### config.mk
export PLATFORM = sky130hd
export DESIGN_NAME = quartile_finder_flat
export DESIGN_NICKNAME = d
export VERILOG_FILES = /design/src/hdl/qf_pkg.sv /design/src/hdl/qf_in_if.sv /design/src/hdl/qf_out_if.sv /design/src/hdl/qf_store.sv /design/src/hdl/quartile_finder.sv /design/src/flat_wrapper.sv
export SDC_FILE = /design/constraint.sdc
export NUM_CORES = 2
export LEC_CHECK = 0
export BUFFER_PORTS_ARGS = -buffer_cell sky130_fd_sc_hd__buf_2
export CAP_MARGIN = 10
export CELL_PAD_IN_SITES_DETAIL_PLACEMENT = 1
export CELL_PAD_IN_SITES_GLOBAL_PLACEMENT = 1
export CORE_MARGIN = 10
export CORE_UTILIZATION = 47
export DETAILED_ROUTE_END_ITERATION = 12
export PLACE_DENSITY_LB_ADDON = 0.12
export SLEW_MARGIN = 10
export SYNTH_ARGS = -nofsm -noshare
export SYNTH_HDL_FRONTEND = slang
export SYNTH_HIERARCHICAL = 1
export SYNTH_SLANG_ARGS = --single-unit
### constraint.sdc
create_clock -name clk -period 9.6 [get_ports clk]
set_input_delay 1.44 -clock clk [delete_from_list [all_inputs] [get_ports clk]]
set_output_delay 1.44 -clock clk [all_outputs]
set_load 0.02 [all_outputs]
### src/hdl/qf_pkg.sv
package qf_pkg;

  localparam int VALUE_W = 16;
  localparam int MAX_ITEMS_DEF = 256;

  typedef logic [VALUE_W-1:0] value_t;

endpackage

### src/hdl/qf_in_if.sv
interface qf_in_if;
  logic            valid;
  logic            ready;
  qf_pkg::value_t  value;
  logic            last;

  modport source (output valid, output value, output last, input ready);
  modport sink (input valid, input value, input last, output ready);
endinterface

### src/hdl/qf_out_if.sv
interface qf_out_if;
  logic            valid;
  logic            ready;
  qf_pkg::value_t  first_quartile;
  qf_pkg::value_t  median;
  qf_pkg::value_t  third_quartile;
  logic            overflow;

  modport source (output valid, output first_quartile, output median,
                  output third_quartile, output overflow, input ready);
  modport sink (input valid, input first_quartile, input median,
                input third_quartile, input overflow, output ready);
endinterface

### src/hdl/qf_store.sv
module qf_store #(
  parameter int MAX_ITEMS = qf_pkg::MAX_ITEMS_DEF
) (
  input  logic                         clk,
  input  logic                         wr_en,
  input  logic [$clog2(MAX_ITEMS)-1:0] wr_addr,
  input  qf_pkg::value_t               wr_data,
  input  logic [$clog2(MAX_ITEMS)-1:0] rd_addr,
  output qf_pkg::value_t               rd_data
);

  qf_pkg::value_t mem [MAX_ITEMS];

  always_ff @(posedge clk) begin
    if (wr_en) begin
      mem[wr_addr] <= wr_data;
    end
  end

  always_ff @(posedge clk) begin
    rd_data <= mem[rd_addr];
  end

endmodule

### src/hdl/quartile_finder.sv
// Quartile finder: ranks a set of unsigned 16-bit values and reports the
// values at sorted positions n/4, n/2 and 3n/4 (n = values stored).
//
// items channel: one value per beat; last marks the final value of a set.
// results channel: one beat per set, sent after the last value is stored,
// carrying the three ranked values and an overflow flag. Values beyond
// MAX_ITEMS are dropped and flagged.
//
// Values are kept sorted in a single-port-write, registered-read memory by
// insertion: each stored value larger than the new one is read, compared
// and shifted up in S_SHIFT, then the new value is written; into an empty
// store it is written at once, a full store drops it. After the last value,
// S_Q1, S_Q2, S_Q3 and S_EMIT read the three positions and load the result;
// ready is low while a value is being placed or a result is being read out.
// If the receiver stalls, the result register holds; a finished set waits for
// the register to drain, while the next values are taken as long as the
// register is the only thing still waiting.
// Reset clears the count, the overflow flag and the result valid; the memory
// is not cleared and needs no clearing pass.
module quartile_finder #(
  parameter int MAX_ITEMS = qf_pkg::MAX_ITEMS_DEF
) (
  input  logic      clk,
  input  logic      rst,
  qf_in_if.sink     items,
  qf_out_if.source  results
);

  localparam int AW = $clog2(MAX_ITEMS);
  localparam int CW = $clog2(MAX_ITEMS + 1);

  localparam logic [2:0] S_IDLE  = 3'd0;
  localparam logic [2:0] S_SHIFT = 3'd1;
  localparam logic [2:0] S_PLACE = 3'd2;
  localparam logic [2:0] S_Q1    = 3'd3;
  localparam logic [2:0] S_Q2    = 3'd4;
  localparam logic [2:0] S_Q3    = 3'd5;
  localparam logic [2:0] S_EMIT  = 3'd6;

  logic [2:0]     state, state_next;
  logic [CW-1:0]  count, count_next;
  logic           ovf, ovf_next;
  logic [AW-1:0]  pos, pos_next;
  qf_pkg::value_t cur, cur_next;
  logic           cur_last, cur_last_next;
  qf_pkg::value_t q1_val, q2_val;

  logic           wr_en;
  logic [AW-1:0]  wr_addr;
  qf_pkg::value_t wr_data;
  logic [AW-1:0]  rd_addr;
  qf_pkg::value_t rd_data;

  logic           accept;
  logic           full;
  logic           out_free;
  logic [AW-1:0]  q1_addr, q2_addr, q3_addr;
  logic [CW+1:0]  three_n;

  qf_store #(.MAX_ITEMS(MAX_ITEMS)) u_store (
    .clk     (clk),
    .wr_en   (wr_en),
    .wr_addr (wr_addr),
    .wr_data (wr_data),
    .rd_addr (rd_addr),
    .rd_data (rd_data)
  );

  assign items.ready = (state == S_IDLE);
  assign accept      = items.valid && items.ready;
  assign full        = (count == CW'(MAX_ITEMS));
  assign out_free    = !results.valid || results.ready;

  assign three_n = {1'b0, count, 1'b0} + {2'b00, count};
  assign q1_addr = AW'(count >> 2);
  assign q2_addr = AW'(count >> 1);
  assign q3_addr = AW'(three_n >> 2);

  always_comb begin
    state_next    = state;
    count_next    = count;
    ovf_next      = ovf;
    pos_next      = pos;
    cur_next      = cur;
    cur_last_next = cur_last;
    wr_en         = 1'b0;
    wr_addr       = pos;
    wr_data       = cur;
    rd_addr       = pos - AW'(1);
    unique case (state)
      S_IDLE: begin
        rd_addr = AW'(count - CW'(1));
        if (accept) begin
          cur_next      = items.value;
          cur_last_next = items.last;
          if (full) begin
            // drop the value, keep the set going
            ovf_next = 1'b1;
            if (items.last) begin
              state_next = S_Q1;
            end
          end else begin
            count_next = count + CW'(1);
            pos_next   = AW'(count);
            if (count == '0) begin
              wr_en   = 1'b1;
              wr_addr = '0;
              wr_data = items.value;
              if (items.last) begin
                state_next = S_Q1;
              end
            end else begin
              state_next = S_SHIFT;
            end
          end
        end
      end
      S_SHIFT: begin
        // rd_data holds the entry just below pos
        if (rd_data > cur) begin
          wr_en    = 1'b1;
          wr_addr  = pos;
          wr_data  = rd_data;
          pos_next = pos - AW'(1);
          rd_addr  = pos - AW'(2);
          if (pos == AW'(1)) begin
            state_next = S_PLACE;
          end
        end else begin
          wr_en      = 1'b1;
          wr_addr    = pos;
          wr_data    = cur;
          state_next = cur_last ? S_Q1 : S_IDLE;
        end
      end
      S_PLACE: begin
        wr_en      = 1'b1;
        wr_addr    = '0;
        wr_data    = cur;
        state_next = cur_last ? S_Q1 : S_IDLE;
      end
      S_Q1: begin
        rd_addr    = q1_addr;
        state_next = S_Q2;
      end
      S_Q2: begin
        rd_addr    = q2_addr;
        state_next = S_Q3;
      end
      S_Q3: begin
        rd_addr    = q3_addr;
        state_next = S_EMIT;
      end
      S_EMIT: begin
        // hold the third read until the result register drains
        rd_addr = q3_addr;
        if (out_free) begin
          count_next = '0;
          ovf_next   = 1'b0;
          state_next = S_IDLE;
        end
      end
      default: begin
        state_next = S_IDLE;
      end
    endcase
  end

  always_ff @(posedge clk) begin
    if (rst) begin
      state <= S_IDLE;
      count <= '0;
      ovf   <= 1'b0;
    end else begin
      state <= state_next;
      count <= count_next;
      ovf   <= ovf_next;
    end
  end

  always_ff @(posedge clk) begin
    pos      <= pos_next;
    cur      <= cur_next;
    cur_last <= cur_last_next;
    if (state == S_Q2) begin
      q1_val <= rd_data;
    end
    if (state == S_Q3) begin
      q2_val <= rd_data;
    end
  end

  always_ff @(posedge clk) begin
    if (rst) begin
      results.valid <= 1'b0;
    end else if (state == S_EMIT && out_free) begin
      results.valid <= 1'b1;
    end else if (results.ready) begin
      results.valid <= 1'b0;
    end
  end

  always_ff @(posedge clk) begin
    if (state == S_EMIT && out_free) begin
      results.first_quartile <= q1_val;
      results.median         <= q2_val;
      results.third_quartile <= rd_data;
      results.overflow       <= ovf;
    end
  end

endmodule
### src/flat_wrapper.sv
// flat-port wrapper written by rule: the top's interface ports become plain ports
module quartile_finder_flat 
#(
  parameter int MAX_ITEMS = qf_pkg::MAX_ITEMS_DEF
)
  (clk, rst, items_valid, items_value, items_last, items_ready, results_valid, results_first_quartile, results_median, results_third_quartile, results_overflow, results_ready);
  qf_in_if items_i ();
  qf_out_if results_i ();
  input  logic clk;
  input  logic rst;
  input wire logic [$bits(items_i.valid)-1:0] items_valid;
  input wire logic [$bits(items_i.value)-1:0] items_value;
  input wire logic [$bits(items_i.last)-1:0] items_last;
  output wire logic [$bits(items_i.ready)-1:0] items_ready;
  output wire logic [$bits(results_i.valid)-1:0] results_valid;
  output wire logic [$bits(results_i.first_quartile)-1:0] results_first_quartile;
  output wire logic [$bits(results_i.median)-1:0] results_median;
  output wire logic [$bits(results_i.third_quartile)-1:0] results_third_quartile;
  output wire logic [$bits(results_i.overflow)-1:0] results_overflow;
  input wire logic [$bits(results_i.ready)-1:0] results_ready;
  assign items_i.valid = items_valid;
  assign items_i.value = items_value;
  assign items_i.last = items_last;
  assign items_ready = items_i.ready;
  assign results_valid = results_i.valid;
  assign results_first_quartile = results_i.first_quartile;
  assign results_median = results_i.median;
  assign results_third_quartile = results_i.third_quartile;
  assign results_overflow = results_i.overflow;
  assign results_i.ready = results_ready;
  quartile_finder #(.MAX_ITEMS(MAX_ITEMS)) u_core (.clk(clk), .rst(rst), .items(items_i), .results(results_i));
endmodule
==> reports/metrics.csv <==
metric,value,unit
status,"complete, no violations",
dieArea,375000,sq um
reg2reg_from,u_core/u_store/rd_data[5],
dr_total_vias,85540,
drv_slew,0,
drive_gt1_share,25.1,%
reg2reg_to,u_core/u_store/rd_data[10],
wl_per_cell,36.5,um
first_iter_violations,11805,
hpwl,291000,um
postCtsSetupBuffers,0,
n_fill_cell,30136,
fin_skew,0.0377,ns
setup_viol,0,
cts_tree,built,
vias_per_cell,6.40,
synth_edf_count,4202,
wl_met2,225000,um
start_kind,flip-flop,
start_util,47.2,%
ys_warn_count,6,
routed_wl,487000,um
hold_end,u_core/results.first_quartile[14],
final_common_cell,edfxtp_1,
rsz0062_at_grt,no,
wl_met3,41300,um
cts_max_level,5,
synth_area,165000,sq um
clk_latency,0.99,ns
syn_avg_cell_area,20.9,sq um
crit_path_end_kind,flip-flop,
netlist_instances,7875,
hold_viol_final,0,
tritoncts_num_sinks,4232,
synthFlopType,edfxtp_1,
hold_path_startpoint,u_core/q1_val[14],
dieHeight,612,um
grt_overflow,0,
cp.arrival,8.68,ns
rrSetupSlack,1.67,ns
wl_met1,207000,um
io_pins,72,
critical_path.max_fanout,45,
tightest_slew,1.35,ns
setup_tns,0,ns
die_width,612,um
ys_seq_elements,4232,
timing.fmax,0.126,GHz
final_cell_mix,"edfxtp_1 (4202), mux4_2 (797), mux2i_1 (568), clkbuf_16 (448), buf_4 (423)",
ys_async_sr_fraction,0,%
hp-class,reg2reg,
ys_seq_area_share,76.9,%
area_growth,13.6,%
nNetsFinal,8432,
criticalPathCategory,reg2reg,
antenna_left,0,
yosysUniqueCellTypes,77,
antenna_found_initial,35,
worstHoldPathCells,0,
cts_buffers,439,
drt_pass1_iterations,6,
cap_viol_max_count,0,
final_util,53.6,%
hold_buffers,0,
top_layer,met5,
rows,217,
cts.reportedPaths.clkPinSlew,0.06,ns
r2r_cells,15,
drc,0,
gp_congestion,0.849,
clockRootBuffer,clkbuf_16,
final.min_clock_period,7.93,ns
io_buffers,71,
cts_resized,0,
worstPathRequired,10.34,ns
gr-usage-all-layers,25.4,%
seq_area,127000,sq um
grt_pass1_wl,683000,um
grt_max_degree,193,
grt_pass1_vias,86488,
cts_max_path_buffers,4,
syn_nets,7934,
multi_input_area,35800,sq um
period_share,82.7,%
maxSlewHeadroom,9.03,%
coreArea,349000,sq um
cells by family (layout without fill, tap and decap cells):
kind of cell | after synthesis | in the layout | synth area share [%]
DFF | 4232 | 4232 | 76.9
muxes | 1453 | 1453 | 14.9
AOI/OAI and AO/OA | 912 | 912 | 3.95
and+or+nand+nor | 704 | 704 | 1.99
buffers and inverters | 510 | 1388 | 1.76
adders and majority gates | 38 | 38 | 0.293
xor gates and xnor gates | 26 | 26 | 0.138
other | 0 | 11 | 0
through the flow:
step	hold slack (ns)	instance area (sq um)	cells	setup slack, ns
after floorplan	0.400	165000	7875	3.31
after global placement	0.404	173000	12522	1.11
after detailed placement	0.406	173000	12529	1.81
after CTS	0.420	187000	13350	1.78
after global routing	0.427	187000	13354	1.38
final	0.420	187000	13363	1.67
synthesized netlist by cell type (70+ instances only):
cell	instances	share of area, %
edfxtp_1	4202	77
mux4_2	797	11
mux2i_1	568	3.4
nor2_1	337	0.77
o221ai_1	255	1.4
clkbuf_1	245	0.56
a21oi_1	198	0.60
o22ai_1	152	0.58
nor3_1	102	0.31
mux2_2	88	0.60
buf_2	78	0.24
buf_6	78	0.53
nand2_1	70	0.16
registers in the layout, indices dropped and copies added, names as in the netlist:
name / count
u_core/count: 9
u_core/cur: 16
u_core/cur_last: 1
u_core/ovf: 1
u_core/pos: 8
u_core/q1_val: 16
u_core/q2_val: 16
u_core/results.first_quartile: 16
u_core/results.median: 16
u_core/results.overflow: 1
u_core/results.third_quartile: 16
u_core/results.valid: 1
u_core/state: 3
u_core/u_store/mem: 4096
u_core/u_store/rd_data: 16
routing by layer:
layer / vias up / GRT usage (%)
met5: - / 0
met4: 14 / 6.38
met3: 663 / 4.53
met2: 3787 / 39.4
met1: 46827 / 37.9
li1: 34249 / -
critical path, cell delays in order (launching register included):
cell	delay [ns]
dfxtp_1	0.86
ha_1	0.25
and4_1	0.25
nand3_1	0.10
a21oi_1	0.28
a2111o_1	0.46
nand2_1	0.36
a211oi_4	1.08
buf_12	0.34
buf_12	0.34
mux2i_1	0.15
o221ai_1	0.29
a21oi_1	0.12
o31ai_1	0.90
o32ai_1	0.52
nor4_1	1.20
how the worst max path moves through the flow:
stage / startpoint / slack (ns) / end / depth (start not counted)
4_1_cts: u_core/u_store/rd_data[5] / 1.78 / u_core/u_store/rd_data[10] / 15
3_3_place_gp: u_core/u_store/rd_data[5] / 1.11 / u_core/u_store/rd_data[6] / 16
5_1_grt: u_core/u_store/rd_data[5] / 1.38 / u_core/u_store/rd_data[10] / 15
2_1_floorplan: items_valid / 3.31 / u_core/u_store/mem[0][10] / 5
6_report: u_core/u_store/rd_data[5] / 1.67 / u_core/u_store/rd_data[10] / 15
3_5_place_dp: u_core/u_store/rd_data[5] / 1.81 / u_core/u_store/rd_data[10] / 14
cell type report:
class	count	area share, %
Multi-Input combinational cell	3133	19.1
Inverter	38	0.0829
Tap cell	4599	3.07
Timing Repair Buffer	529	2.25
Clock buffer	573	6.36
Sequential cell	4232	67.7
Clock inverter	248	1.37
Antenna cell	11	0.0147
Power is not shown: default switching activity piles up to over one toggle a cycle in this logic, so the estimate is an artifact.
